===== src/sv/status_led_pattern_generator_macros.svh =====
// ---------------------------------------------------------------------------
// Status LED pattern generator assertion macros
// Shared helpers for concurrent checks, compiled out for synthesis.
// ---------------------------------------------------------------------------
`ifndef STATUS_LED_PATTERN_GENERATOR_MACROS_SVH
`define STATUS_LED_PATTERN_GENERATOR_MACROS_SVH

`ifndef SYNTHESIS

// Check that a condition holds at every clock edge outside reset
`define SLPG_ASSERT_ALWAYS(lbl, cond, msg) \
   lbl: assert property (@(posedge clock) disable iff (reset) (cond)) else $error(msg);

// Check that a trigger is followed by a consequence in the next cycle
`define SLPG_ASSERT_NEXT(lbl, trig, cons, msg) \
   lbl: assert property (@(posedge clock) disable iff (reset) (trig) |=> (cons)) \
      else $error(msg);

`else

`define SLPG_ASSERT_ALWAYS(lbl, cond, msg)
`define SLPG_ASSERT_NEXT(lbl, trig, cons, msg)

`endif

`endif


===== src/sv/slpg_pkg.sv =====
// ---------------------------------------------------------------------------
// Status LED pattern generator package
// Request codes, pattern codes, register map and shared structures.
// ---------------------------------------------------------------------------
`default_nettype none

package slpg_pkg;

   localparam int unsigned TIME_W   = 32;
   localparam int unsigned PERIOD_W = 16;
   localparam int unsigned PHASE_W  = 4;
   localparam int unsigned CSR_IDX_W = 3;

   // Request kinds
   typedef enum logic [1:0] {
      CMD_FLIGHT_MODE = 2'd0,
      CMD_CALIBRATION = 2'd1,
      CMD_GESTURE     = 2'd2,
      CMD_TICK        = 2'd3
   } cmd_type;

   // Flight modes
   localparam logic [1:0] MODE_SETUP     = 2'd0;
   localparam logic [1:0] MODE_ARMED     = 2'd1;
   localparam logic [1:0] MODE_IN_FLIGHT = 2'd2;

   // Calibration status
   localparam logic [1:0] CAL_IDLE        = 2'd0;
   localparam logic [1:0] CAL_SUCCESS     = 2'd1;
   localparam logic [1:0] CAL_ERROR       = 2'd2;
   localparam logic [1:0] CAL_IN_PROGRESS = 2'd3;

   // Hall gestures
   localparam logic [1:0] GEST_OTHER  = 2'd0;
   localparam logic [1:0] GEST_CLICK  = 2'd1;
   localparam logic [1:0] GEST_DOUBLE = 2'd2;

   // LED patterns
   typedef enum logic [2:0] {
      PAT_OFF    = 3'd0,
      PAT_SLOW   = 3'd1,
      PAT_HEART  = 3'd2,
      PAT_STEADY = 3'd3,
      PAT_FAST   = 3'd4,
      PAT_RAPID  = 3'd5
   } pattern_type;

   // Register map
   localparam logic [CSR_IDX_W-1:0] CSR_SLOW_HALF   = 3'd0;
   localparam logic [CSR_IDX_W-1:0] CSR_HEART_STEP  = 3'd1;
   localparam logic [CSR_IDX_W-1:0] CSR_FAST_HALF   = 3'd2;
   localparam logic [CSR_IDX_W-1:0] CSR_RAPID_HALF  = 3'd3;
   localparam logic [CSR_IDX_W-1:0] CSR_CLICK_EXT   = 3'd4;

   // Register reset values
   localparam logic [PERIOD_W-1:0] SLOW_HALF_RST  = 16'd500;
   localparam logic [PERIOD_W-1:0] HEART_STEP_RST = 16'd100;
   localparam logic [PERIOD_W-1:0] FAST_HALF_RST  = 16'd100;
   localparam logic [PERIOD_W-1:0] RAPID_HALF_RST = 16'd50;
   localparam logic [PERIOD_W-1:0] CLICK_EXT_RST  = 16'd100;

   typedef struct packed {
      logic [PERIOD_W-1:0] slow_half_period;
      logic [PERIOD_W-1:0] heartbeat_step;
      logic [PERIOD_W-1:0] fast_half_period;
      logic [PERIOD_W-1:0] rapid_half_period;
      logic [PERIOD_W-1:0] click_extend;
   } cfg_type;

   typedef struct packed {
      cmd_type           cmd;
      logic [1:0]        flight_mode;
      logic [1:0]        cal_status;
      logic [1:0]        gesture;
      logic [TIME_W-1:0] now_ms;
   } request_type;

   typedef struct packed {
      pattern_type       base_pattern;
      logic              calibrating;
      logic              error_seen;
      logic [TIME_W-1:0] last_toggle_ms;
      logic [PHASE_W-1:0] heartbeat_phase;
      logic              led_level;
   } led_state_type;

endpackage

`default_nettype wire


===== src/sv/slpg_csr.sv =====
// ---------------------------------------------------------------------------
// Status LED pattern generator configuration registers
// Holds the five timing registers, written through a plain write port.
// ---------------------------------------------------------------------------
`default_nettype none

module slpg_csr (
   input  wire logic                           clock,
   input  wire logic                           reset,
   input  wire logic                           csr_we,
   input  wire logic [slpg_pkg::CSR_IDX_W-1:0] csr_index,
   input  wire logic [slpg_pkg::PERIOD_W-1:0]  csr_wdata,
   output slpg_pkg::cfg_type                   cfg
);
   import slpg_pkg::*;

   cfg_type cfg_ff;
   cfg_type cfg_in;

   // Decode the write; unknown indexes change nothing
   always_comb begin
      cfg_in = cfg_ff;
      if (csr_we) begin
         unique case (csr_index)
            CSR_SLOW_HALF:  cfg_in.slow_half_period  = csr_wdata;
            CSR_HEART_STEP: cfg_in.heartbeat_step    = csr_wdata;
            CSR_FAST_HALF:  cfg_in.fast_half_period  = csr_wdata;
            CSR_RAPID_HALF: cfg_in.rapid_half_period = csr_wdata;
            CSR_CLICK_EXT:  cfg_in.click_extend      = csr_wdata;
            default: ;
         endcase
      end
   end

   always_ff @(posedge clock) begin
      if (reset) begin
         cfg_ff.slow_half_period  <= SLOW_HALF_RST;
         cfg_ff.heartbeat_step    <= HEART_STEP_RST;
         cfg_ff.fast_half_period  <= FAST_HALF_RST;
         cfg_ff.rapid_half_period <= RAPID_HALF_RST;
         cfg_ff.click_extend      <= CLICK_EXT_RST;
      end else begin
         cfg_ff <= cfg_in;
      end
   end

   assign cfg = cfg_ff;

endmodule

`default_nettype wire


===== src/sv/slpg_step.sv =====
// ---------------------------------------------------------------------------
// Status LED pattern generator update logic
// Computes the next LED state from the current state and one request.
// ---------------------------------------------------------------------------
`default_nettype none

module slpg_step #(
   parameter int unsigned HEARTBEAT_PHASES = 10
) (
   input  wire slpg_pkg::cfg_type       cfg,
   input  wire slpg_pkg::request_type   req,
   input  wire slpg_pkg::led_state_type cur,
   output      slpg_pkg::led_state_type nxt
);
   import slpg_pkg::*;

   localparam logic [PHASE_W-1:0] LAST_PHASE = PHASE_W'(HEARTBEAT_PHASES - 1);
   localparam logic [PHASE_W-1:0] PHASE_ZERO = '0;
   localparam logic [PHASE_W-1:0] PHASE_TWO  = PHASE_W'(2);

   pattern_type         active;
   logic [PERIOD_W-1:0] period;
   logic [TIME_W-1:0]   elapsed;
   logic                due;
   logic [PHASE_W-1:0]  phase_next;

   // Pick the active pattern: error over calibrating over base
   always_comb begin
      if (cur.error_seen) begin
         active = PAT_RAPID;
      end else if (cur.calibrating) begin
         active = PAT_FAST;
      end else begin
         active = cur.base_pattern;
      end
   end

   // Select the period of the active pattern
   always_comb begin
      case (active)
         PAT_SLOW:  period = cfg.slow_half_period;
         PAT_HEART: period = cfg.heartbeat_step;
         PAT_FAST:  period = cfg.fast_half_period;
         PAT_RAPID: period = cfg.rapid_half_period;
         default:   period = '0;
      endcase
   end

   // Step is due when the signed elapsed time is non-negative and reaches the period
   assign elapsed = req.now_ms - cur.last_toggle_ms;
   assign due     = !elapsed[TIME_W-1] && (elapsed >= {{(TIME_W-PERIOD_W){1'b0}}, period});

   assign phase_next = (cur.heartbeat_phase == LAST_PHASE) ? PHASE_ZERO
                                                            : cur.heartbeat_phase + 1'b1;

   // Apply the request
   always_comb begin
      nxt = cur;
      unique case (req.cmd)
         CMD_FLIGHT_MODE: begin
            case (req.flight_mode)
               MODE_SETUP:     nxt.base_pattern = PAT_SLOW;
               MODE_ARMED:     nxt.base_pattern = PAT_HEART;
               MODE_IN_FLIGHT: nxt.base_pattern = PAT_STEADY;
               default: ;
            endcase
         end
         CMD_CALIBRATION: begin
            nxt.calibrating = (req.cal_status == CAL_IN_PROGRESS);
            if (req.cal_status == CAL_ERROR) begin
               nxt.error_seen = 1'b1;
            end
         end
         CMD_GESTURE: begin
            if (req.gesture == GEST_CLICK || req.gesture == GEST_DOUBLE) begin
               nxt.led_level      = 1'b1;
               nxt.last_toggle_ms = req.now_ms
                                  + {{(TIME_W-PERIOD_W){1'b0}}, cfg.click_extend};
            end
         end
         CMD_TICK: begin
            case (active) inside
               PAT_SLOW, PAT_FAST, PAT_RAPID: begin
                  if (due) begin
                     nxt.last_toggle_ms = req.now_ms;
                     nxt.led_level      = !cur.led_level;
                  end
               end
               PAT_HEART: begin
                  if (due) begin
                     nxt.last_toggle_ms  = req.now_ms;
                     nxt.heartbeat_phase = phase_next;
                     nxt.led_level       = (phase_next == PHASE_ZERO)
                                        || (phase_next == PHASE_TWO);
                  end
               end
               PAT_STEADY: nxt.led_level = 1'b1;
               default:    nxt.led_level = 1'b0;
            endcase
         end
         default: ;
      endcase
   end

endmodule

`default_nettype wire


===== src/sv/status_led_pattern_generator.sv =====
// ---------------------------------------------------------------------------
// Status LED pattern generator
// Drives one status LED from flight-mode, calibration, gesture and tick
// requests, one LED level per request.
// ---------------------------------------------------------------------------
// A request is taken into an input register; the state update then runs in
// one pass as the request moves into the state register and result slot, and
// the new LED level appears on rsp_led_on with rsp_valid high. One request
// can be accepted every cycle while the result is not stalled. rsp_stall
// holds the result and, once the input register is also full, raises
// req_stall.
// The user must write configuration registers through
// csr_we/csr_index/csr_wdata only while no request is in flight; the block
// itself does not enforce this.
// ---------------------------------------------------------------------------
`default_nettype none

`include "status_led_pattern_generator_macros.svh"

module status_led_pattern_generator #(
   parameter int unsigned HEARTBEAT_PHASES = 10
) (
   input  wire logic                           clock,
   input  wire logic                           reset,
   // request channel
   input  wire logic                           req_valid,
   output      logic                           req_stall,
   input  wire logic [1:0]                     req_cmd,
   input  wire logic [1:0]                     req_flight_mode,
   input  wire logic [1:0]                     req_cal_status,
   input  wire logic [1:0]                     req_gesture,
   input  wire logic [slpg_pkg::TIME_W-1:0]    req_now_ms,
   // result channel
   output      logic                           rsp_valid,
   input  wire logic                           rsp_stall,
   output      logic                           rsp_led_on,
   // configuration port
   input  wire logic                           csr_we,
   input  wire logic [slpg_pkg::CSR_IDX_W-1:0] csr_index,
   input  wire logic [slpg_pkg::PERIOD_W-1:0]  csr_wdata
);
   import slpg_pkg::*;

   cfg_type       cfg;
   request_type   req_ff;
   request_type   req_in;
   logic          req_valid_ff;
   logic          req_valid_in;
   logic          rsp_valid_ff;
   logic          rsp_valid_in;
   led_state_type state_ff;
   led_state_type state_in;
   led_state_type state_upd;
   logic          advance;
   logic          move;

   slpg_csr u_csr (
      .clock     (clock),
      .reset     (reset),
      .csr_we    (csr_we),
      .csr_index (csr_index),
      .csr_wdata (csr_wdata),
      .cfg       (cfg)
   );

   slpg_step #(
      .HEARTBEAT_PHASES (HEARTBEAT_PHASES)
   ) u_step (
      .cfg (cfg),
      .req (req_ff),
      .cur (state_ff),
      .nxt (state_upd)
   );

   // Flow control: the result slot frees when empty or taken
   assign advance   = !rsp_valid_ff || !rsp_stall;
   assign move      = req_valid_ff && advance;
   assign req_stall = req_valid_ff && !advance;

   // Load the input register whenever it is not held
   always_comb begin
      req_in.cmd         = cmd_type'(req_cmd);
      req_in.flight_mode = req_flight_mode;
      req_in.cal_status  = req_cal_status;
      req_in.gesture     = req_gesture;
      req_in.now_ms      = req_now_ms;
      req_valid_in       = req_stall ? req_valid_ff : req_valid;
   end

   always_ff @(posedge clock) begin
      if (!req_stall) begin
         req_ff <= req_in;
      end
   end

   // Commit the state update as the request moves into the result slot
   always_comb begin
      state_in     = move ? state_upd : state_ff;
      rsp_valid_in = advance ? req_valid_ff : rsp_valid_ff;
   end

   always_ff @(posedge clock) begin
      if (reset) begin
         req_valid_ff            <= 1'b0;
         rsp_valid_ff            <= 1'b0;
         state_ff.base_pattern    <= PAT_OFF;
         state_ff.calibrating     <= 1'b0;
         state_ff.error_seen      <= 1'b0;
         state_ff.last_toggle_ms  <= '0;
         state_ff.heartbeat_phase <= '0;
         state_ff.led_level       <= 1'b0;
      end else begin
         req_valid_ff <= req_valid_in;
         rsp_valid_ff <= rsp_valid_in;
         state_ff     <= state_in;
      end
   end

   assign rsp_valid  = rsp_valid_ff;
   assign rsp_led_on = state_ff.led_level;

   // Checks
   `SLPG_ASSERT_NEXT(a_error_sticky, state_ff.error_seen, state_ff.error_seen,
      "error flag cleared")
   `SLPG_ASSERT_ALWAYS(a_phase_range,
      state_ff.heartbeat_phase < PHASE_W'(HEARTBEAT_PHASES), "heartbeat phase out of range")
   `SLPG_ASSERT_NEXT(a_state_hold, rsp_valid_ff && rsp_stall, $stable(state_ff),
      "state moved under a stalled result")
   `SLPG_ASSERT_NEXT(a_steady_on,
      move && req_ff.cmd == CMD_TICK && !state_ff.error_seen && !state_ff.calibrating
         && state_ff.base_pattern == PAT_STEADY,
      state_ff.led_level, "steady pattern left LED dark")

endmodule

`default_nettype wire

===== config.mk =====
export PLATFORM = sky130hd
export DESIGN_NAME = status_led_pattern_generator
export DESIGN_NICKNAME = d
export VERILOG_FILES = /design/src/sv/slpg_pkg.sv /design/src/sv/slpg_csr.sv /design/src/sv/slpg_step.sv /design/src/sv/status_led_pattern_generator.sv
export VERILOG_INCLUDE_DIRS = /design/src /design/src/sv
export SDC_FILE = /design/constraint.sdc
export NUM_CORES = 1
export LEC_CHECK = 0
export BUFFER_PORTS_ARGS = -buffer_cell sky130_fd_sc_hd__clkbuf_2
export CORE_MARGIN = 1.5
export CORE_UTILIZATION = 45
export DETAILED_ROUTE_END_ITERATION = 7
export GPL_TIMING_DRIVEN = 0
export SLEW_MARGIN = 20
export SYNTH_ARGS = -nofsm -noshare
export SYNTH_HDL_FRONTEND = slang
export SYNTH_SLANG_ARGS = --single-unit
export TNS_END_PERCENT = 5

===== constraint.sdc =====
create_clock -name clock -period 4.6 [get_ports clock]
set_input_delay 0.69 -clock clock [delete_from_list [all_inputs] [get_ports clock]]
set_output_delay 0.69 -clock clock [all_outputs]
set_load 0.05 [all_outputs]

* Yosys cells after proc, flatten, opt, wreduce, memory -nomap -nowiden
Cells that the tools add are included.
Word-level totals: register bits 164, bits of input ports 64, output and inout bits 3, word-level logic and storage cells 94
Operators by class: $add $sub $neg 3, $lt $le $gt $ge 1, equal/unequal tests 25, muxes and demuxes 17, bitwise operators 1, reduce and logical (&&, ||, !) cells 29
Operator list (count):
- $mux W32 | 4
- $pmux W16 S4 | 1
- $pmux W32 S2 | 1
- $mux W37 | 1
- $add A32 B16 Y32 | 1
- $ge A32 B16 Y1 | 1
- $sub A32 B32 Y32 | 1
- $reduce_and A5 Y1 | 3
- $eq A2 B2 Y1 const B | 6
- $eq A3 B2 Y1 const B | 4
- $reduce_and A2 Y1 | 6
- $eq A3 B3 Y1 const B | 3
- $ne A3 B2 Y1 const B | 3
- $pmux W3 S3 | 1
- $eq A2 B1 Y1 const B | 3
- $eq A3 B1 Y1 const B | 2
- $mux W3 | 2
- $reduce_and A3 Y1 | 2
- $logic_not A1 Y1 | 5
- $mux W1 | 5
- $add A4 B1 Y4 const B | 1
- $eq A4 B2 Y1 const B | 1
- $eq A4 B4 Y1 const B | 1
- $logic_not A2 Y1 | 2
- 11 further kinds | 16

* Longest topological paths before layout
Gate-level depths: netlist (run 1).
word-level depth 10, depth in mapped cells 21, gate-level depth less buffers 20

* Modules after synthesis
Synthesis (run 1) repeated with hierarchy kept, for this count alone.
Unflattened totals: cells, all modules 1267, area total of the unflattened synthesis 11476.0 µm²
By module, submodules not included:
- slpg_step | times used 1, cells each 745, area each 5118.7 µm², sequential area each 0.0 µm²
- status_led_pattern_generator | times used 1, cells each 231, area each 3195.6 µm², sequential area each 2082.0 µm²
- slpg_csr | times used 1, cells each 291, area each 3161.8 µm², sequential area each 1601.5 µm²

* Worst setup path before layout (run 1)
Ideal clock, no wire load.
kind register to register, start register req_ff[2] in the netlist's numbering, end register state_ff[26] in the netlist's numbering, setup time 0.119 ns, data arrival time 4.444 ns, required time 4.481 ns, path slack 0.038 ns, cell stages (with the launch flop) 20, path buffers 1, clock period less this slack 4.562 ns, cells stage by stage edfxtp_1 > ha_1 > o211ai_1 > a21oi_2 > nor2b_1 > o31ai_2 > or3b_2 > nand2_1 > xor2_1 > ha_1 > a21o_1 > a21o_1 > a2111oi_0 > o2111ai_1 > a2111oi_4 > nand4_4 > nand2_4 > buf_6 > nor2_2 > o221a_1
On the way: longest elaborated chain between the ends 5, elaborated cells on any way between the ends 9, those cells by class add/sub (2); order compare (1); eq/ne (1); mux (2); reduce/logical (3)
RTL lines:
- start, declared | line status_led_pattern_generator.sv:45 | request_type req_ff;
- start signal, assigned | line status_led_pattern_generator.sv:92 | req_ff <= req_in;
- $sub A32 B32 Y32 | line slpg_step.sv:50 | assign elapsed = req.now_ms - cur.last_toggle_ms;
- $ge A32 B16 Y1 or $logic_not A1 Y1 (tied branches) | line slpg_step.sv:51 | assign due = !elapsed[TIME_W-1] && (elapsed >= {{(TIME_W-PERIOD_W){1'b0}}, period});
- $logic_and A1 B1 Y1 | line slpg_step.sv:51
- $ne A2 B1 Y1 (no line)
- $reduce_and A5 Y1 (no line)
- end signal, assigned | line status_led_pattern_generator.sv:115 | state_ff <= state_in;
- end, declared | line status_led_pattern_generator.sv:51 | led_state_type state_ff;
Parallel ways exist; a longest one is shown, timed or not. The select of a mux whose other input is x is not followed. A chain may end at the register's enable or synchronous reset.

* Worst setup path after layout (run 1)
start register req_ff[6] in the netlist's numbering, end register state_ff[12] in the netlist's numbering
The elaborated chain is that of the path after synthesis.

==> reports/metrics.csv, run 1 <==
stage,metric,value,unit
placed_design,placed cell areas,10500,µm²
global_routing,grt ovf,0,
status,status,"finished, final reports clean",
detailed_routing,vias per cell,5.63,
critical_path,type of the worst setup path,flip-flop to flip-flop,
finish,Area Growth Syn to Fin,15.7,%
synthesis,Syn Nets,1343,
critical_path,kind of start point of the critical path,flip-flop,
min_path,Hold EP,req_ff[12]$_DFFE_PN_,
clocking,CTS Hold Bufs,0,
synthesis,Synth Area in XOR/XNOR,3.93,%
clocking,CTS buffer count,17,
timing,"Period Utilization, post-route",98.6,%
global_routing,vias in the first global route,8253,
synthesis,Post-synth EDFFs,40,
min_path,Hold Path Depth,1,
synthesis,area share of fa/ha/maj cells after synthesis,8.70,%
timing,WHS,0.425,ns
min_path,hold path start,req_now_ms[12],
floorplan,Die Wd,151,µm
detailed_routing,DRC viols,0,
job,Max Cap Viol,0,
critical_path,worst path arrival time,4.83,ns
critical_path,R2R depth,19,
timing,Final Hold Fails,0,
placed_design,Post-DP HPWL,21.7,mm
finish,fin nets,1443,
global_routing,GRT Util Overall,25.5,%
global_routing,antenna violations before repair,0,
detailed_routing,final WL,28.2,mm
clocking,H-tree levels,4,
synthesis,"Avg Cell Area, Syn",8.10,µm²
finish,share of post-route cells with drive strength above 1,13.6,%
global_routing,pin count of the biggest net entering global routing,42,
synthesis,Yosys Warn Count,0,
clocking,Clk Tree Root Cell,clkbuf_16,
floorplan,IO Pins,67,
min_path,Worst Hold Class,primary input to flip-flop,
synthesis,Synth Instances,1212,
clocking,Max clock buf depth,2,
timing,RSZ-0062 raised after global routing,yes,
clocking,CTS tree,done,
placed_design,PortBufs,65,
timing,worst slew pin tran,0.740,ns
floorplan,Starting Density,46.2,%
placed_design,Final GP Congestion,0.918,
global_routing,first-pass GRT wire length,44.3,mm
detailed_routing,vias,9009,
synthesis,Yosys top cell by area,dfxtp_1,
detailed_routing,DR WL/cell,17.6,µm
critical_path,Reg2Reg Setup Slack,0.07,ns
synthesis,Synth area leaders,"dfxtp_1 25%, edfxtp_1 12%, nand2_1 10%",
floorplan,core area,21200,µm²
synthesis,Simple-Gate Fraction of Synth Area,22.3,%
synthesis,area fraction in compound gates after synthesis,22.4,%
synthesis,sequential fraction of the synthesis area,37.3,%
timing,Slew Limit Headroom,50.1,%
synthesis,multiplexer share of the synthesized area,0.523,%
critical_path,Crit path required time,4.89,ns
floorplan,num rows,53,
clocking,clk slew on worst S/H paths,0.07,ns
critical_path,worst reg2reg path startpoint,req_ff[6]$_DFFE_PN_,
synthesis,top cell type's share of synthesized area,25.1,%
timing,fmax,221,MHz
synthesis,Yosys reg bits,163,
critical_path,CP max FO,5,
finish,"commonest non-fill, non-tap cell in the layout",nand2_1,
timing,Final min period,4.53,ns
finish,antenna cells,0,
detailed_routing,1st-iter DRT viols,637,
synthesis,Post-synth ARST share,0,%
timing,Final Skew,0.00925,ns
clocking,clock sink count,163,
timing,Final Setup Violations,0,
synthesis,synthesized area,9810,µm²
clocking,Skew-Pair Late Insertion Delay,0.44,ns
critical_path,Worst setup EP type,flip-flop,
power_and_ir_drop,Max VDD drop,0.000325,V
floorplan,Die H,151,µm
power_and_ir_drop,P_leak,4.28,nW
finish,Filler cells,2099,
finish,post-layout instance area,11400,µm²
power_and_ir_drop,PD cells,320,nW/µm²
synthesis,top_reg_cell synth,dfxtp_1,
floorplan,die area,22700,µm²
synthesis,count of different cell masters after synthesis,73,
synthesis,largest family of logic cells by synthesized area,compound AO/OA/AOI/OAI gates,
critical_path,RR Endpoint,state_ff[12]$_SDFFE_PP0P_,
finish,most frequent cells in the layout,"265 x nand2_1, 149 x a21oi_1, 122 x dfxtp_1, 66 x clkbuf_2, 60 x ha_1",
detailed_routing,First-pass DRT Iterations,5,
detailed_routing,post-route ant nets,0,
timing,Slew Limit Fails,0,
==> power breakdown <==
part | switching (mW) | leakage, nW | internal [mW]
Clock | 0.654 | 0.265 | 0.709
Combinational | 0.424 | 2.59 | 0.279
Sequential | 0.0464 | 1.42 | 1.52
==> synth_stat cells, types with 10 or more instances <==
library cell and number:
a21oi_1 150, nand2b_1 11, ha_1 65, a221oi_1 17
nand3_1 45, a211oi_1 13, nor3_1 17, xnor2_1 19
nor2_1 52, xor2_1 25, nand4_1 20, edfxtp_1 40
and3_1 10, a21o_1 24, o21ai_0 54, or3_1 15
dfxtp_1 123, nand2_1 265, clkbuf_1 44, inv_1 50
==> flip-flops by register name, summed over array words and instances, names as in the netlist <==
register      count
state_ff         40
req_ff           40
rsp_valid         1
u_csr.cfg        80
rsp_led_on        1
req_valid_ff      1
==> worst max-delay path by stage <==
| stage | start | endpoint | depth (start not counted) |
|---|---|---|---|
| global placement | state_ff[38]$_SDFFE_PP0P_ | state_ff[26]$_SDFFE_PP0P_ | 15 |
| finish | req_ff[6]$_DFFE_PN_ | state_ff[12]$_SDFFE_PP0P_ | 19 |
| global route | req_ff[6]$_DFFE_PN_ | state_ff[12]$_SDFFE_PP0P_ | 19 |
| CTS | req_ff[0]$_DFFE_PN_ | state_ff[36]$_SDFFE_PP0P_ | 22 |
| floorplan | req_ff[2]$_DFFE_PN_ | state_ff[26]$_SDFFE_PP0P_ | 19 |
| detailed placement | state_ff[37]$_SDFFE_PP0P_ | state_ff[26]$_SDFFE_PP0P_ | 17 |
==> per-layer routing <==
| layer | vias to the layer above | wire length, µm | global-route usage [%] |
|---|---|---|---|
| li1 | 4522 | - | - |
| met1 | 4191 | 13500 | 36.4 |
| met2 | 265 | 12700 | 40.5 |
| met3 | 31 | 1530 | 4.18 |
| met4 | 0 | 420 | 5.92 |
| met5 | - | 0 | 0 |
==> cells by family after synthesis <==
family,after synthesis
XOR/XNOR,44
AND/OR/NAND/NOR,478
AO/OA/AOI/OAI,341
buffers and inverters,114
multiplexers,5
flip-flops,163
adder cells (fa/ha/maj),67
==> cell type report <==
cell class / count / area (µm²) / share of cell area [%]
Timing Repair Buffer: 82 / 478 / 4.21
Sequential cell: 163 / 3660 / 32.3
Clock inverter: 14 / 119 / 1.05
Inverter: 51 / 191 / 1.69
Multi-Input combinational cell: 935 / 5850 / 51.5
Clock buffer: 18 / 429 / 3.78
Tap cell: 275 / 344 / 3.03
Buffer: 62 / 287 / 2.52
==> repair_timing <==
action | in CTS | in global routing
endpoints found under the setup margin | 37 | 37
endpoints found under the hold margin | 0 | 0
buffers inserted | 11 | 5
resized for setup | 21 | 9
gates cloned | 1 | 0
pin swaps | 9 | 5
==> stage by stage <==
stage / TNS [ns] / util, % / power, mW / worst slack (ns) / std cells
CTS: -0.00256 / 53.1 / 3.63 / -0.00141 / 1595
floorplan: 0 / - / 2.05 / 0.0375 / 1212
global route: -4.49 / 53.5 / 3.78 / -0.185 / 1600
detailed placement: -22.62 / 49.5 / 2.24 / -0.743 / 1552
finish: 0 / 53.5 / 3.63 / 0.0661 / 1600
global placement: -31.84 / 49.4 / 2.23 / -1.00 / 1552
==> worst max-delay path, stage by stage (launching register included) <==
cell and delay [ns]:
edfxtp_1 0.48, ha_1 0.42, a21oi_2 0.23, nor2_1 0.07, a211oi_2 0.26, o31ai_4 0.12, buf_4 0.17, xor2_1 0.14
ha_1 0.31, a21o_1 0.18, a21o_1 0.18, a2111oi_2 0.48, o2111ai_2 0.18, a2111oi_4 0.21, buf_4 0.20, nand4_4 0.17
nand2_4 0.16, bufbuf_16 0.28, or3_1 0.10, a21oi_1 0.06
(Power assumes the default switching activity.)
==> run 2, diff against run 1 <==
Settings changed: CORE_UTILIZATION 45 to 50, CTS_BUF_LIST set to sky130_fd_sc_hd__clkbuf_8, PLACE_DENSITY set to 0.71.
==> reports/metrics.csv, run 2 (synthesized netlist as in run 1, its figures left out) <==
stage,metric,value,unit
floorplan,core area,19300,µm²
critical_path,worst path arrival time,5.03,ns
detailed_routing,First-pass DRT Iterations,5,
floorplan,Die Wd,143,µm
finish,fin nets,1451,
timing,worst slew pin tran,0.748,ns
global_routing,GRT Util Overall,27.6,%
clocking,CTS tree,done,
timing,setup TNS,-0.190,ns
clocking,clock sink count,163,
clocking,CTS Hold Bufs,0,
global_routing,vias in the first global route,8637,
clocking,Skew-Pair Late Insertion Delay,0.48,ns
timing,Final Skew,0.0172,ns
finish,max reg flops,80,
detailed_routing,final WL,27.7,mm
finish,most frequent cells in the layout,"264 x nand2_1, 149 x a21oi_1, 123 x dfxtp_1, 67 x clkbuf_2, 61 x ha_1",
critical_path,Crit path required time,4.98,ns
detailed_routing,vias,9227,
placed_design,Final GP Congestion,0.904,
placed_design,PortBufs,65,
timing,fmax,215,MHz
clocking,H-tree levels,4,
floorplan,Starting Density,50.8,%
clocking,Clk Tree Root Cell,clkbuf_8,
placed_design,Place WS,-0.741,ns
global_routing,antenna violations before repair,0,
timing,Final Hold Fails,0,
min_path,Worst Hold Class,primary input to flip-flop,
detailed_routing,DRC viols,0,
floorplan,Die H,143,µm
floorplan,num rows,51,
status,status,"finished, violations left",
finish,post-layout instance area,11300,µm²
finish,Layout Utilization,58.4,%
global_routing,pin count of the biggest net entering global routing,26,
clocking,CTS buffer count,17,
critical_path,kind of start point of the critical path,flip-flop,
floorplan,die area,20500,µm²
power_and_ir_drop,P_leak,4.26,nW
detailed_routing,post-route ant nets,0,
timing,Final min period,4.65,ns
timing,worst setup margin,-0.0485,ns
status,violated checks,negative setup slack,
placed_design,placed cell areas,10500,µm²
finish,Area Growth Syn to Fin,15.0,%
global_routing,first-pass GRT wire length,44.0,mm
timing,"Period Utilization, post-route",101,%
finish,antenna cells,0,
placed_design,Post-DP HPWL,21.1,mm
detailed_routing,vias per cell,5.77,
power_and_ir_drop,Total Power,3.33,mW
timing,RSZ-0062 raised after global routing,yes,
power_and_ir_drop,PD cells,295,nW/µm²
critical_path,Worst setup EP type,flip-flop,
timing,Slew Limit Fails,0,
floorplan,IO Pins,67,
detailed_routing,1st-iter DRT viols,777,
power_and_ir_drop,Max VDD drop,0.000240,V
clocking,clk slew on worst S/H paths,0.09,ns
critical_path,type of the worst setup path,flip-flop to flip-flop,
clocking,Max clock buf depth,2,
detailed_routing,DR WL/cell,17.3,µm
job,Max Cap Viol,0,
timing,Final Setup Violations,13,
critical_path,CP max FO,10,
finish,share of post-route cells with drive strength above 1,14.6,%
finish,"commonest non-fill, non-tap cell in the layout",nand2_1,
timing,Slew Limit Headroom,49.6,%
global_routing,grt ovf,0,
-- run 2: changes by cell type in the layout (fill, tap and decap cells not counted), moves of 2 or more --
cell / previous run / this run
inv_6: 5 / 3
clkbuf_16: 17 / 0
nand3_1: 44 / 42
buf_4: 22 / 29
clkbuf_1: 44 / 42
clkbuf_8: 0 / 18
nand3_2: 1 / 4
-- run 2: stage by stage --
stage / hold slack (ns) / cells
floorplan: 0.432 / 1212
global placement: 0.442 / 1542
detailed placement: 0.447 / 1543
CTS: 0.379 / 1591
global route: 0.373 / 1598
finish: 0.390 / 1598
-- run 2: worst paths after layout --
kind / start / cells after the start / endpoint / slack (ns)
setup reg to reg: state_ff[37]$_SDFFE_PP0P_ / 17 / state_ff[36]$_SDFFE_PP0P_ / -0.05
setup / recovery: state_ff[37]$_SDFFE_PP0P_ / 17 / state_ff[36]$_SDFFE_PP0P_ / -0.05
hold / removal: req_now_ms[14] / 1 / req_ff[14]$_DFFE_PN_ / 0.39
hold reg to reg: u_csr.cfg[39]$_SDFFE_PP0P_ / 2 / u_csr.cfg[39]$_SDFFE_PP0P_ / 0.46
-- run 2: layer usage --
layer	vias to the layer above	share of wire, %	GRT usage (%)
li1	4539	-	-
met4	0	1.8	7.27
met5	-	0	0
met2	365	46	46.0
met1	4280	45	37.5
met3	43	7.1	4.06
-- run 2: timing repair --
item | in CTS | in global routing
resized for setup | 19 | 19
pin swaps | 15 | 15
setup endpoints to repair | 37 | 37
gates cloned | 1 | 0
buffers inserted | 16 | 7
endpoints found under the hold margin | 0 | 0
-- run 2: where the power goes --
group          internal [mW]  switching, mW  leakage [nW]
registers               1.52         0.0462          1.42
clock network          0.459          0.584         0.193
logic                  0.288          0.435          2.65
total                   2.26           1.07          4.26
-- run 2: cell type report --
type | count | area (µm²)
plain buffers | 62 | 288
clock buffers | 18 | 248
clock inverters | 14 | 146
fillers | 1722 | 8050
inverters | 51 | 191
multi-input cells | 935 | 5870
flip-flops and latches | 163 | 3660
well taps | 265 | 332
repair buffers | 90 | 551
-- run 2: worst max-delay path, cell delays in order (launching register included) --
cell	delay, ns
dfxtp_1	0.61
nor2_1	0.16
and3_1	0.22
clkbuf_1	0.23
clkbuf_2	0.29
a221oi_1	0.56
ha_1	0.35
nand4_1	0.16
a21oi_1	0.10
a2111oi_4	0.41
o2111ai_2	0.18
a2111oi_4	0.23
buf_4	0.21
nand4_4	0.17
nand2_4	0.16
bufbuf_16	0.28
nor4b_1	0.05
nor3_1	0.19
==> run 3, diff against run 2 <==
Settings changed: CTS_BUF_LIST sky130_fd_sc_hd__clkbuf_8 to not set.
==> reports/metrics.csv, run 3 (synthesized netlist as in run 1, its figures left out) <==
stage,metric,value,unit
detailed_routing,1st-iter DRT viols,811,
detailed_routing,post-route ant nets,0,
critical_path,Crit path required time,4.95,ns
power_and_ir_drop,NetSw,1.12,mW
power_and_ir_drop,Sequential Power Share,42.5,%
timing,Final min period,4.65,ns
critical_path,type of the worst setup path,flip-flop to flip-flop,
clocking,CTS tree,done,
power_and_ir_drop,P_leak,4.34,nW
global_routing,GRT Util Overall,27.9,%
detailed_routing,First-pass DRT Iterations,5,
critical_path,kind of start point of the critical path,flip-flop,
clocking,Skew-Pair Late Insertion Delay,0.44,ns
finish,"commonest non-fill, non-tap cell in the layout",nand2_1,
timing,fmax,215,MHz
power_and_ir_drop,Comb pwr share,19.7,%
finish,fin nets,1453,
detailed_routing,DR WL/cell,17.5,µm
critical_path,worst reg2reg path startpoint,req_ff[0]$_DFFE_PN_,
finish,Area Growth Syn to Fin,16.9,%
power_and_ir_drop,P_int,2.56,mW
global_routing,grt ovf,0,
clocking,H-tree levels,4,
critical_path,worst path arrival time,5.00,ns
power_and_ir_drop,Clk pwr share,37.8,%
timing,Slew Limit Headroom,47.5,%
placed_design,PortBufs,65,
finish,Layout Utilization,59.3,%
timing,Final Hold Fails,0,
clocking,Max clock buf depth,2,
clocking,clock sink count,163,
power_and_ir_drop,PD cells,321,nW/µm²
min_path,Worst Hold Class,primary input to flip-flop,
finish,Final Non-Filler Cells,1600,
timing,Final Setup Violations,12,
timing,RSZ-0062 raised after global routing,yes,
placed_design,Final GP Congestion,0.904,
critical_path,CP Capture Point,state_ff[36]$_SDFFE_PP0P_,
placed_design,Post-DP HPWL,21.1,mm
global_routing,antenna violations before repair,0,
timing,Final Skew,0.00973,ns
timing,worst setup margin,-0.0470,ns
clocking,CTS buffer count,17,
floorplan,die area,20500,µm²
floorplan,IO Pins,67,
detailed_routing,DRC viols,0,
critical_path,R2R depth,24,
status,status,"finished, violations left",
timing,worst slew pin tran,0.780,ns
detailed_routing,vias per cell,5.74,
placed_design,placed insts,1543,
status,violated checks,negative setup slack,
job,Max Cap Viol,0,
timing,WHS,0.423,ns
clocking,clk slew on worst S/H paths,0.07,ns
critical_path,CP max FO,5,
critical_path,Reg2Reg Setup Slack,-0.05,ns
floorplan,core area,19300,µm²
global_routing,first-pass GRT wire length,44.2,mm
timing,"Period Utilization, post-route",101,%
critical_path,RR Endpoint,state_ff[36]$_SDFFE_PP0P_,
detailed_routing,final WL,28.0,mm
power_and_ir_drop,Max VDD drop,0.000284,V
floorplan,Die H,143,µm
critical_path,CP Launch Point,req_ff[0]$_DFFE_PN_,
finish,max reg flops,80,
detailed_routing,vias,9180,
finish,Filler cells,1692,
timing,Slew Limit Fails,0,
floorplan,Die Wd,143,µm
finish,share of post-route cells with drive strength above 1,14.5,%
critical_path,Worst setup EP type,flip-flop,
global_routing,vias in the first global route,8723,
clocking,Clk Tree Root Cell,clkbuf_16,
floorplan,num rows,51,
finish,antenna cells,0,
global_routing,pin count of the biggest net entering global routing,26,
power_and_ir_drop,Sw Ratio,30.4,%
finish,most frequent cells in the layout,"264 x nand2_1, 148 x a21oi_1, 123 x dfxtp_1, 67 x clkbuf_2, 61 x ha_1",
floorplan,Starting Density,50.8,%
## run 3: cell type report
type	instances	area (µm²)	area share (%)
inverter	51	191	1.67
timing repair buffer	92	566	4.93
clock buffer	19	464	4.05
tap	265	332	2.89
multi-input combinational	935	5850	51.0
clock inverter	13	116	1.01
buffer	62	288	2.51
sequential	163	3660	31.9
## run 3: power groups by stage
stage	registers, mW	logic, mW	clock network [mW]
floorplan	1.58	0.465	0
global placement	1.59	0.628	0
detailed placement	1.60	0.641	0
CTS	1.56	0.686	1.40
global route	1.57	0.799	1.46
finish	1.57	0.727	1.39
## run 3: how the worst min path moves through the flow
| stage | cells after the start | endpoint | slack, ns | start |
|---|---|---|---|---|
| 2_1_floorplan | 2 | state_ff[11]$_SDFFE_PP0P_ | 0.43 | state_ff[11]$_SDFFE_PP0P_ |
| 3_3_place_gp | 2 | u_csr.cfg[27]$_SDFFE_PP0P_ | 0.44 | u_csr.cfg[27]$_SDFFE_PP0P_ |
| 3_5_place_dp | 2 | u_csr.cfg[39]$_SDFFE_PP0P_ | 0.45 | u_csr.cfg[39]$_SDFFE_PP0P_ |
| 4_1_cts | 1 | req_ff[38]$_DFFE_PN_ | 0.42 | req_cmd[0] |
| 5_1_grt | 1 | req_ff[38]$_DFFE_PN_ | 0.42 | req_cmd[0] |
| 6_report | 1 | req_ff[14]$_DFFE_PN_ | 0.42 | req_now_ms[14] |
## run 3: timing repair
action | 4_1_cts | 5_1_grt
gates cloned | 1 | 0
setup endpoints to repair | 37 | 37
buffers inserted | 16 | 9
gates resized for setup | 17 | 18
pin swaps | 15 | 20
hold buffers | 0 | 0
## run 3: stage by stage
stage | cell area, µm² | setup WS [ns] | TNS, ns | power [mW]
6_report | 11500 | -0.0470 | -0.210 | 3.68
5_1_grt | 11500 | -0.209 | -4.16 | 3.82
4_1_cts | 11300 | -0.00635 | -0.00635 | 3.65
3_5_place_dp | 10500 | -0.741 | -22.50 | 2.24
3_3_place_gp | 10500 | -0.879 | -27.32 | 2.22
2_1_floorplan | 9810 | 0.0375 | 0 | 2.05
## run 3: worst max-delay path, cell delays in order, from the launching register on
cell	delay (ns)
edfxtp_1	0.40
inv_2	0.08
ha_2	0.18
inv_1	0.06
fa_2	0.42
a211oi_4	0.25
buf_4	0.14
buf_4	0.09
buf_4	0.09
buf_4	0.08
o211ai_1	0.12
a21oi_1	0.16
nor2b_1	0.07
ha_1	0.19
a21o_1	0.15
a21o_1	0.20
a2111oi_4	0.41
o2111ai_2	0.17
a2111oi_4	0.23
buf_4	0.20
nand4_4	0.17
nand2_4	0.16
bufbuf_16	0.28
nor4b_1	0.05
nor3_1	0.19
## run 3: routing by layer
layer | vias to the layer above | part of all wire, % | global-route usage (%)
met4 | 0 | 2.5 | 9.93
met1 | 4243 | 45 | 37.2
li1 | 4537 | - | -
met2 | 341 | 46 | 45.8
met3 | 59 | 6.6 | 4.16
met5 | - | 0 | 0
